[src/hdl/fst_pkg.sv]
// Shared types and constants for the FSK symbol timing loop.
// Depends on nothing; used by the interfaces, the DC filter and the top level.
`timescale 1ns / 1ps
`default_nettype none
package fst_pkg;

  // Fraction bits of the DC estimate and the largest useful filter shift.
  localparam int FRAC_BITS    = 24;
  localparam int MAX_DC_SHIFT = 24;

  // Configuration register indexes.
  localparam int CFG_IDX_W = 3;
  typedef logic [CFG_IDX_W-1:0] cfg_idx_t;

  localparam cfg_idx_t CFG_PHASE_SPAN    = 3'd0;
  localparam cfg_idx_t CFG_PHASE_STEP    = 3'd1;
  localparam cfg_idx_t CFG_DC_ENABLE     = 3'd2;
  localparam cfg_idx_t CFG_DC_SHIFT      = 3'd3;
  localparam cfg_idx_t CFG_LOCKED_GAIN   = 3'd4;
  localparam cfg_idx_t CFG_UNLOCKED_GAIN = 3'd5;
  localparam cfg_idx_t CFG_TIMEOUT_LIMIT = 3'd6;

  // Register reset values.
  localparam logic [31:0] RST_PHASE_SPAN    = 32'd4800000;
  localparam logic [31:0] RST_PHASE_STEP    = 32'd120000;
  localparam logic        RST_DC_ENABLE     = 1'b1;
  localparam logic [4:0]  RST_DC_SHIFT      = 5'd12;
  localparam logic [15:0] RST_LOCKED_GAIN   = 16'd6554;
  localparam logic [15:0] RST_UNLOCKED_GAIN = 16'd26214;
  localparam logic [7:0]  RST_TIMEOUT_LIMIT = 8'd32;

  // Sign of the DC-corrected sample, as the DC filter reports it.
  typedef struct packed {
    logic neg;
    logic pos;
  } corr_sign_t;

  // One result item.
  typedef struct packed {
    logic       symbol_valid;
    logic       bit_value;
    logic       locked;
    logic [7:0] mid_crossings;
  } result_t;

endpackage
`default_nettype wire

[src/hdl/fst_ifs.sv]
// Handshake channel interfaces of the FSK symbol timing loop: input samples,
// result items and configuration writes. Depends on fst_pkg.
`timescale 1ns / 1ps
`default_nettype none

interface fst_in_if #(
  parameter int SAMPLE_BITS = 16
) ();
  logic                          valid;
  logic                          ready;
  logic signed [SAMPLE_BITS-1:0] sample;
  logic                          invert;
  logic                          set_lock;

  modport source (output valid, sample, invert, set_lock, input ready);
  modport sink   (input valid, sample, invert, set_lock, output ready);
endinterface

interface fst_out_if ();
  logic       valid;
  logic       ready;
  logic       symbol_valid;
  logic       bit_value;
  logic       locked;
  logic [7:0] mid_crossings;

  modport source (output valid, symbol_valid, bit_value, locked, mid_crossings, input ready);
  modport sink   (input valid, symbol_valid, bit_value, locked, mid_crossings, output ready);
endinterface

interface fst_cfg_if ();
  logic              valid;
  logic              ready;
  fst_pkg::cfg_idx_t index;
  logic [31:0]       data;

  modport source (output valid, index, data, input ready);
  modport sink   (input valid, index, data, output ready);
endinterface

`default_nettype wire

[src/hdl/fst_dc_filter.sv]
// DC removal for the symbol timing loop: a shift-based exponential average
// and the sign of the corrected sample. Depends on fst_pkg.
`timescale 1ns / 1ps
`default_nettype none
module fst_dc_filter #(
  parameter int SAMPLE_BITS = 16
) (
  input  wire logic                        clk,
  input  wire logic                        rst_n,
  input  wire logic                        step_en,
  input  wire logic                        enable,
  input  wire logic [4:0]                  shift,
  input  wire logic signed [SAMPLE_BITS:0] value,
  output      fst_pkg::corr_sign_t         corr_sign
);

  // The estimate stays between the scaled extremes of the sample.
  localparam int DW = SAMPLE_BITS + 1 + fst_pkg::FRAC_BITS + 1;

  logic signed [DW-1:0] dc_r;
  logic signed [DW-1:0] dc_nxt;
  logic signed [DW-1:0] scaled;
  logic signed [DW:0]   diff;
  logic signed [DW:0]   diff_sh;
  logic signed [DW:0]   corr;
  logic [4:0]           shift_c;

  // Clamp the time constant to its useful range.
  assign shift_c = (shift > 5'(fst_pkg::MAX_DC_SHIFT)) ? 5'(fst_pkg::MAX_DC_SHIFT) : shift;

  // Arithmetic shift right is the floor of the division by a power of two.
  always_comb begin
    scaled  = DW'(value) <<< fst_pkg::FRAC_BITS;
    diff    = (DW+1)'(scaled) - (DW+1)'(dc_r);
    diff_sh = diff >>> shift_c;
    dc_nxt  = enable ? (dc_r + DW'(diff_sh)) : dc_r;
    corr    = (DW+1)'(scaled) - (DW+1)'(dc_nxt);
    corr_sign.neg = corr[DW];
    corr_sign.pos = !corr[DW] && (corr != '0);
  end

  // The estimate advances once per processed item.
  always_ff @(posedge clk) begin
    if (!rst_n) begin
      dc_r <= '0;
    end else if (step_en) begin
      dc_r <= dc_nxt;
    end
  end

endmodule
`default_nettype wire

[src/hdl/fsk_symbol_timing_pll.sv]
// Symbol timing recovery for a binary FSK demodulator. The block accepts one
// signed sample per clock cycle while the result side takes items, and
// presents one result item per sample: an input register, then a single pass
// of logic that runs the DC filter, the mid-symbol vote, the zero-crossing
// phase correction (one 32x16 multiply) and the accumulator wrap, into a result
// register. The loop state updates once per sample, so the sustained rate is
// one item per cycle whenever the result side takes items. Configuration is a
// separate write channel that is always ready; write it only while the block
// is idle. Depends on fst_pkg, fst_ifs and fst_dc_filter.
`timescale 1ns / 1ps
`default_nettype none
module fsk_symbol_timing_pll #(
  parameter int SAMPLE_BITS = 16
) (
  input  wire logic  clk,
  input  wire logic  rst_n,
  fst_in_if.sink     in_if,
  fst_out_if.source  out_if,
  fst_cfg_if.sink    cfg_if
);

  // Configuration registers.
  logic [31:0] phase_span_r;
  logic [31:0] phase_step_r;
  logic        dc_enable_r;
  logic [4:0]  dc_shift_r;
  logic [15:0] locked_gain_r;
  logic [15:0] unlocked_gain_r;
  logic [7:0]  timeout_limit_r;

  // Input register and result register.
  logic                          s1_valid_r;
  logic signed [SAMPLE_BITS-1:0] s1_sample_r;
  logic                          s1_invert_r;
  logic                          s1_set_lock_r;
  logic                          out_valid_r;
  fst_pkg::result_t              out_r;
  fst_pkg::result_t              res_nxt;

  // Loop state.
  logic [31:0] phase_r,    phase_nxt;
  logic        prev_neg_r;
  logic [15:0] votes_hi_r, votes_hi_nxt;
  logic [15:0] votes_lo_r, votes_lo_nxt;
  logic [7:0]  cross_r,    cross_nxt;
  logic [7:0]  idle_r,     idle_nxt;
  logic        lock_r,     lock_nxt;

  logic advance;
  logic step_en;
  logic in_acc;

  logic signed [SAMPLE_BITS:0] value;
  fst_pkg::corr_sign_t         corr_sign;

  logic        lock0;
  logic [35:0] phase_x10;
  logic [35:0] span_x9;
  logic        mid;
  logic        first_half;
  logic        err_neg;
  logic [31:0] err_mag;
  logic [15:0] gain;
  logic [47:0] corr_prod;
  logic [31:0] corr_mag;
  logic        crossing;
  logic [31:0] phase_c;
  logic [32:0] phase_s;
  logic [32:0] phase_w;
  logic        wrap;
  logic [7:0]  cross1;
  logic [7:0]  idle1;
  logic [7:0]  idle2;
  logic [15:0] votes_hi1;
  logic [15:0] votes_lo1;
  logic        vote_bit;

  // Handshake: the result register frees the single-pass stage.
  assign advance      = !out_valid_r || out_if.ready;
  assign in_if.ready  = !s1_valid_r || advance;
  assign in_acc       = in_if.valid && in_if.ready;
  assign step_en      = s1_valid_r && advance;
  assign cfg_if.ready = 1'b1;

  // Configuration writes.
  always_ff @(posedge clk) begin
    if (!rst_n) begin
      phase_span_r    <= fst_pkg::RST_PHASE_SPAN;
      phase_step_r    <= fst_pkg::RST_PHASE_STEP;
      dc_enable_r     <= fst_pkg::RST_DC_ENABLE;
      dc_shift_r      <= fst_pkg::RST_DC_SHIFT;
      locked_gain_r   <= fst_pkg::RST_LOCKED_GAIN;
      unlocked_gain_r <= fst_pkg::RST_UNLOCKED_GAIN;
      timeout_limit_r <= fst_pkg::RST_TIMEOUT_LIMIT;
    end else if (cfg_if.valid) begin
      unique case (cfg_if.index)
        fst_pkg::CFG_PHASE_SPAN:    phase_span_r    <= cfg_if.data;
        fst_pkg::CFG_PHASE_STEP:    phase_step_r    <= cfg_if.data;
        fst_pkg::CFG_DC_ENABLE:     dc_enable_r     <= cfg_if.data[0];
        fst_pkg::CFG_DC_SHIFT:      dc_shift_r      <= cfg_if.data[4:0];
        fst_pkg::CFG_LOCKED_GAIN:   locked_gain_r   <= cfg_if.data[15:0];
        fst_pkg::CFG_UNLOCKED_GAIN: unlocked_gain_r <= cfg_if.data[15:0];
        fst_pkg::CFG_TIMEOUT_LIMIT: timeout_limit_r <= cfg_if.data[7:0];
        default: ;
      endcase
    end
  end

  // Input register.
  always_ff @(posedge clk) begin
    if (!rst_n) begin
      s1_valid_r <= 1'b0;
    end else if (in_if.ready) begin
      s1_valid_r <= in_if.valid;
    end
  end

  always_ff @(posedge clk) begin
    if (in_acc) begin
      s1_sample_r   <= in_if.sample;
      s1_invert_r   <= in_if.invert;
      s1_set_lock_r <= in_if.set_lock;
    end
  end

  // Polarity: the negation of the most negative sample needs one more bit.
  assign value = s1_invert_r ? -(SAMPLE_BITS+1)'(s1_sample_r) : (SAMPLE_BITS+1)'(s1_sample_r);

  fst_dc_filter #(
    .SAMPLE_BITS (SAMPLE_BITS)
  ) u_dc_filter (
    .clk       (clk),
    .rst_n     (rst_n),
    .step_en   (step_en),
    .enable    (dc_enable_r),
    .shift     (dc_shift_r),
    .value     (value),
    .corr_sign (corr_sign)
  );

  // Phase windows, as integer compares against the span.
  always_comb begin
    phase_x10  = {1'b0, phase_r, 3'b000} + {3'b000, phase_r, 1'b0};
    span_x9    = {1'b0, phase_span_r, 3'b000} + {4'b0000, phase_span_r};
    mid        = (phase_x10 > {4'b0000, phase_span_r}) && (phase_x10 < span_x9);
    first_half = {phase_r, 1'b0} < {1'b0, phase_span_r};
  end

  // Phase error toward the nearest symbol edge, scaled by the loop gain.
  always_comb begin
    lock0   = lock_r || s1_set_lock_r;
    gain    = lock0 ? locked_gain_r : unlocked_gain_r;
    err_neg = 1'b0;
    if (first_half) begin
      err_mag = phase_r;
    end else if (phase_r >= phase_span_r) begin
      err_mag = phase_r - phase_span_r;
    end else begin
      err_mag = phase_span_r - phase_r;
      err_neg = 1'b1;
    end
    corr_prod = {16'd0, err_mag} * {32'd0, gain};
    corr_mag  = corr_prod[47:16];
  end

  // Crossing handling, accumulator advance and symbol boundary.
  always_comb begin
    crossing = corr_sign.neg != prev_neg_r;

    phase_c = phase_r;
    cross1  = cross_r;
    idle1   = idle_r;
    if (crossing) begin
      phase_c = err_neg ? (phase_r + corr_mag) : (phase_r - corr_mag);
      cross1  = mid ? ((cross_r == 8'hFF) ? cross_r : cross_r + 8'd1) : 8'd0;
      idle1   = 8'd0;
    end

    votes_hi1 = votes_hi_r;
    votes_lo1 = votes_lo_r;
    if (mid && corr_sign.pos && votes_hi_r != 16'hFFFF) begin
      votes_hi1 = votes_hi_r + 16'd1;
    end
    if (mid && !corr_sign.pos && votes_lo_r != 16'hFFFF) begin
      votes_lo1 = votes_lo_r + 16'd1;
    end

    phase_s = {1'b0, phase_c} + {1'b0, phase_step_r};
    wrap    = phase_s >= {1'b0, phase_span_r};
    phase_w = wrap ? (phase_s - {1'b0, phase_span_r}) : phase_s;
    phase_nxt = phase_w[32] ? 32'hFFFF_FFFF : phase_w[31:0];

    // Majority vote, or the current sign when nothing was voted.
    if (votes_hi1 != 16'd0 || votes_lo1 != 16'd0) begin
      vote_bit = votes_hi1 >= votes_lo1;
    end else begin
      vote_bit = corr_sign.pos;
    end

    idle2        = (idle1 == 8'hFF) ? idle1 : idle1 + 8'd1;
    cross_nxt    = cross1;
    votes_hi_nxt = votes_hi1;
    votes_lo_nxt = votes_lo1;
    idle_nxt     = idle1;
    lock_nxt     = lock0;
    if (wrap) begin
      cross_nxt    = 8'd0;
      votes_hi_nxt = 16'd0;
      votes_lo_nxt = 16'd0;
      idle_nxt     = idle2;
      if (idle2 > timeout_limit_r) begin
        lock_nxt = 1'b0;
      end
    end

    res_nxt.symbol_valid  = wrap;
    res_nxt.bit_value     = wrap && vote_bit;
    res_nxt.locked        = lock_nxt;
    res_nxt.mid_crossings = cross1;
  end

  // Loop state advances with each processed item.
  always_ff @(posedge clk) begin
    if (!rst_n) begin
      phase_r    <= '0;
      prev_neg_r <= 1'b0;
      votes_hi_r <= '0;
      votes_lo_r <= '0;
      cross_r    <= '0;
      idle_r     <= '0;
      lock_r     <= 1'b0;
    end else if (step_en) begin
      phase_r    <= phase_nxt;
      prev_neg_r <= corr_sign.neg;
      votes_hi_r <= votes_hi_nxt;
      votes_lo_r <= votes_lo_nxt;
      cross_r    <= cross_nxt;
      idle_r     <= idle_nxt;
      lock_r     <= lock_nxt;
    end
  end

  // Result register.
  always_ff @(posedge clk) begin
    if (!rst_n) begin
      out_valid_r <= 1'b0;
    end else if (advance) begin
      out_valid_r <= s1_valid_r;
    end
  end

  always_ff @(posedge clk) begin
    if (step_en) begin
      out_r <= res_nxt;
    end
  end

  assign out_if.valid         = out_valid_r;
  assign out_if.symbol_valid  = out_r.symbol_valid;
  assign out_if.bit_value     = out_r.bit_value;
  assign out_if.locked        = out_r.locked;
  assign out_if.mid_crossings = out_r.mid_crossings;

endmodule
`default_nettype wire
[src/flat_wrapper.sv]
// flat-port wrapper written by rule: the top's interface ports become plain ports
module fsk_symbol_timing_pll_flat 
#(
  parameter int SAMPLE_BITS = 16
)
  (clk, rst_n, in_if_valid, in_if_sample, in_if_invert, in_if_set_lock, in_if_ready, out_if_valid, out_if_symbol_valid, out_if_bit_value, out_if_locked, out_if_mid_crossings, out_if_ready, cfg_if_valid, cfg_if_index, cfg_if_data, cfg_if_ready);
  fst_in_if #(.SAMPLE_BITS(SAMPLE_BITS)) in_if_i ();
  fst_out_if out_if_i ();
  fst_cfg_if cfg_if_i ();
  input  wire logic clk;
  input  wire logic rst_n;
  input wire logic [$bits(in_if_i.valid)-1:0] in_if_valid;
  input wire logic [$bits(in_if_i.sample)-1:0] in_if_sample;
  input wire logic [$bits(in_if_i.invert)-1:0] in_if_invert;
  input wire logic [$bits(in_if_i.set_lock)-1:0] in_if_set_lock;
  output wire logic [$bits(in_if_i.ready)-1:0] in_if_ready;
  output wire logic [$bits(out_if_i.valid)-1:0] out_if_valid;
  output wire logic [$bits(out_if_i.symbol_valid)-1:0] out_if_symbol_valid;
  output wire logic [$bits(out_if_i.bit_value)-1:0] out_if_bit_value;
  output wire logic [$bits(out_if_i.locked)-1:0] out_if_locked;
  output wire logic [$bits(out_if_i.mid_crossings)-1:0] out_if_mid_crossings;
  input wire logic [$bits(out_if_i.ready)-1:0] out_if_ready;
  input wire logic [$bits(cfg_if_i.valid)-1:0] cfg_if_valid;
  input wire logic [$bits(cfg_if_i.index)-1:0] cfg_if_index;
  input wire logic [$bits(cfg_if_i.data)-1:0] cfg_if_data;
  output wire logic [$bits(cfg_if_i.ready)-1:0] cfg_if_ready;
  assign in_if_i.valid = in_if_valid;
  assign in_if_i.sample = in_if_sample;
  assign in_if_i.invert = in_if_invert;
  assign in_if_i.set_lock = in_if_set_lock;
  assign in_if_ready = in_if_i.ready;
  assign out_if_valid = out_if_i.valid;
  assign out_if_symbol_valid = out_if_i.symbol_valid;
  assign out_if_bit_value = out_if_i.bit_value;
  assign out_if_locked = out_if_i.locked;
  assign out_if_mid_crossings = out_if_i.mid_crossings;
  assign out_if_i.ready = out_if_ready;
  assign cfg_if_i.valid = cfg_if_valid;
  assign cfg_if_i.index = cfg_if_index;
  assign cfg_if_i.data = cfg_if_data;
  assign cfg_if_ready = cfg_if_i.ready;
  fsk_symbol_timing_pll #(.SAMPLE_BITS(SAMPLE_BITS)) u_core (.clk(clk), .rst_n(rst_n), .in_if(in_if_i), .out_if(out_if_i), .cfg_if(cfg_if_i));
endmodule
[config.mk]
export PLATFORM = sky130hd
export DESIGN_NAME = fsk_symbol_timing_pll_flat
export DESIGN_NICKNAME = d
export VERILOG_FILES = /design/src/hdl/fst_pkg.sv /design/src/hdl/fst_ifs.sv /design/src/hdl/fst_dc_filter.sv /design/src/hdl/fsk_symbol_timing_pll.sv /design/src/flat_wrapper.sv
export SDC_FILE = /design/constraint.sdc
export NUM_CORES = 2
export LEC_CHECK = 0
export ABC_AREA = 1
export BUFFER_PORTS_ARGS = -buffer_cell sky130_fd_sc_hd__buf_2
export CAP_MARGIN = 25
export CORE_AREA = 5 5 414 416
export DETAILED_ROUTE_END_ITERATION = 8
export DIE_AREA = 0 0 419 421
export PLACE_DENSITY = 0.4
export SETUP_SLACK_MARGIN = 0.1
export SLEW_MARGIN = 25
export SYNTH_ARGS = -nofsm -noshare
export SYNTH_HDL_FRONTEND = slang
export SYNTH_SLANG_ARGS = --single-unit
[constraint.sdc]
create_clock -name clk -period 14.9 [get_ports clk]
set_input_delay 1.49 -clock clk [delete_from_list [all_inputs] [get_ports clk]]
set_output_delay 1.49 -clock clk [all_outputs]
set_load 0.02 [all_outputs]
==> out/qor.yml <==
status:
  status: "completed"
cts:
  holdBufCountCts: 0
  htree_num_levels: 2
  clock_path_buffers: 3
  root_buffer: "clkbuf_16"
  clkSinkCount: 265
  clk_latency_ns: 0.60
  cts_tree: "built"
  clk_pin_slew_ns: 0.06
  numCtsBuffers: 36
sta:
  max_freq_mhz: 70.7
  finalHoldWorstSlack_ns: 0.452
  slew_viol_final: 0
  setup_viol: 0
  finalHoldViolations: 0
  period_share: 0.950
  tightest_slew_ns: 1.00
  rsz0062_at_grt: "no"
  period_needed_ns: 14.15
  final.setup_skew_ns: 0.0313
  slew_headroom: 0.330
  tns_ns: 0
worst_setup_path:
  path_common_cell: "nand2_1"
  endpoint_kind: "register"
  critical_path.max_fanout: 11
  crit_slowest_cell: "fa_1"
  cp.required_ns: 15.38
  crit_type: "reg2reg"
  crit_arrival_ns: 14.62
  critPathMaxStageDelay_ns: 0.55
  cp-start-kind: "register"
flow_run:
  maxCapViolations: 0
grt:
  track_usage: 0.228
  grt_pass1_vias: 50810
  grt_pass1_wl_um: 312000
  antenna_found_initial: 2
  grt_max_degree: 91
  grt_overflow_total: 0
logic_synthesis:
  ys_ff_latch: 265
  avgSynthCellArea_sq_um: 6.67
  synth_edf_count: 29
  synthTopCellsByArea: "fa_1 17%, ha_1 14%, nand2_1 13%"
  synth_top_area_share: 0.171
  async_flop_share: 0
  synth_area_leader_cell: "fa_1"
  synth_cell_types: 76
  yosysWarnings: 0
  syn-num-nets: 8475
  synthTopCellsByCount: "1751 x nand2_1, 1213 x inv_1, 656 x nor2_1"
  yosysMostFrequentCell: "nand2_1"
  yosysSeqAreaShare: 0.113
  syn_inst: 7451
  ys.flop_type: "dfxtp_1"
  synth_area_sq_um: 49700
floorplan:
  dieArea_sq_um: 176000
  core_area_sq_um: 167000
  initial_utilization: 0.298
  num_rows: 150
  die_w_um: 419
  ioPinCount: 72
  die_h_um: 421
placed_design:
  place.detailed.hpwl_um: 174000
  routabilityCongestion: 0.923
  port_buffers: 70
detailed_routing:
  drc_errors: 0
  drt_iter0_markers: 3111
  wire_per_inst_um: 19.6
  num_vias: 51480
  first_pass_iters: 5
  detail-route-antenna-nets: 0
  routed_wl_um: 207000
  viasPerCell: 4.88
worst_hold_path:
  min_path_type: "reg2reg"
finish:
  drive_gt1_frac: 0.194
  area_delta_synth_final_pct: 26.0
  fin_nets: 9347
  post-route-util: 0.376
  fillers: 18224
[registers in the layout (all words and copies together) (netlist names), 8 cells and up]
signal / cells
u_core.votes_lo_r: 16
u_core.out_if.mid_crossings: 8
u_core.votes_hi_r: 16
u_core.s1_sample_r: 16
u_core.unlocked_gain_r: 16
u_core.idle_r: 8
u_core.timeout_limit_r: 8
u_core.locked_gain_r: 16
u_core.u_dc_filter.dc_r: 42
u_core.phase_span_r: 32
u_core.phase_step_r: 32
u_core.phase_r: 32
u_core.cross_r: 8
[stage by stage]
stage	worst slack (ns)	cell area, sq um	cells
floorplan	1.30	49700	7451
global placement	-0.872	59100	10423
detailed placement	-0.920	59100	10423
CTS	0.102	60600	10495
global route	0.0430	62700	10554
finish	0.751	62700	10559
[critical path, delay by kind of cell, from the launching register on]
| kind | cells | cell delay, ns |
|---|---|---|
| AO/OA/AOI/OAI | 14 | 2.33 |
| XOR/XNOR | 5 | 0.89 |
| adder cells (fa/ha/maj) | 11 | 4.63 |
| buffers and inverters | 24 | 2.94 |
| flip-flops | 1 | 0.40 |
| AND/OR/NAND/NOR | 25 | 2.78 |
[worst paths after layout]
kind	startpoint	to	slack, ns	cells after the start
max	u_core.phase_r[6]	u_core.phase_r[20]	0.75	79
min	u_core.locked_gain_r[15]	u_core.locked_gain_r[15]	0.45	2
max reg2reg	u_core.phase_r[6]	u_core.phase_r[20]	0.75	79
min reg2reg	u_core.locked_gain_r[15]	u_core.locked_gain_r[15]	0.45	2
[placed cells by master (no fill, tap or decap), types with 14 or more instances in the layout]
master     count
a31oi_1       61
edfxtp_1      29
a21oi_1      520
a211oi_1      19
o21a_1        30
nand3b_1      14
nor2_2        47
o21bai_1      17
inv_1       1189
o21ai_1      103
clkbuf_16     38
nand2_1     1715
fa_1         418
clkinv_1      20
buf_2         70
a21o_1        20
ha_4          28
buf_6         15
nand2_2       66
dfxtp_1      223
ha_1         508
xor2_1       194
o221ai_1      15
nand3_2       18
nand3_1      270
nand4_1       68
nor4_1        16
buf_12        19
o21ai_2       45
buf_4        946
o211ai_1      64
o21ai_0      403
a21oi_2       73
nor3_1        46
nor2_1       617
xnor2_1       86
or2_2         34
inv_2         30
nor2_4        16
[area by class of cell]
| cell class | count | area, sq um | share of cell area |
|---|---|---|---|
| repair buffers | 1051 | 8030 | 0.128 |
| clock buffers | 47 | 1020 | 0.0163 |
| well taps | 2204 | 2760 | 0.0440 |
| multi-input cells | 5717 | 40300 | 0.643 |
| diodes | 5 | 12.5 | 0.000200 |
| inverters | 1252 | 4740 | 0.0756 |
| flip-flops and latches | 265 | 5610 | 0.0895 |
| clock inverters | 18 | 184 | 0.00293 |
[per-layer routing]
| metal | wire length (um) | share of wire | vias to the layer above | global-route usage |
|---|---|---|---|---|
| met5 | 0 | 0 | - | 0 |
| met4 | 4840 | 0.023 | 0 | 0.0440 |
| met3 | 7860 | 0.038 | 168 | 0.0213 |
| met2 | 94500 | 0.46 | 910 | 0.377 |
| li1 | - | - | 25701 | - |
| met1 | 99700 | 0.48 | 24701 | 0.324 |
[cell families (layout without fill, tap and decap cells)]
kind of cell	count (synthesis)	after routing	share of synthesized area
flip-flops	265	265	0.113
buffers and inverters	1469	2368	0.113
XOR/XNOR	299	299	0.0534
other	1	6	0.0000754
AND/OR/NAND/NOR	2971	2971	0.247
multiplexers	9	9	0.00181
AO/OA/AOI/OAI	1471	1471	0.165
adder cells (fa/ha/maj)	966	966	0.307
[repair_timing]
action / CTS / global route
pin swaps: 11 / 152
endpoints found under the setup margin: 84 / 84
resized for setup: 69 / 406
setup buffers: 7 / 56
gates cloned: 0 / 3
Power is not shown: default switching activity piles up to over one toggle a cycle in this logic, so the estimate is an artifact.
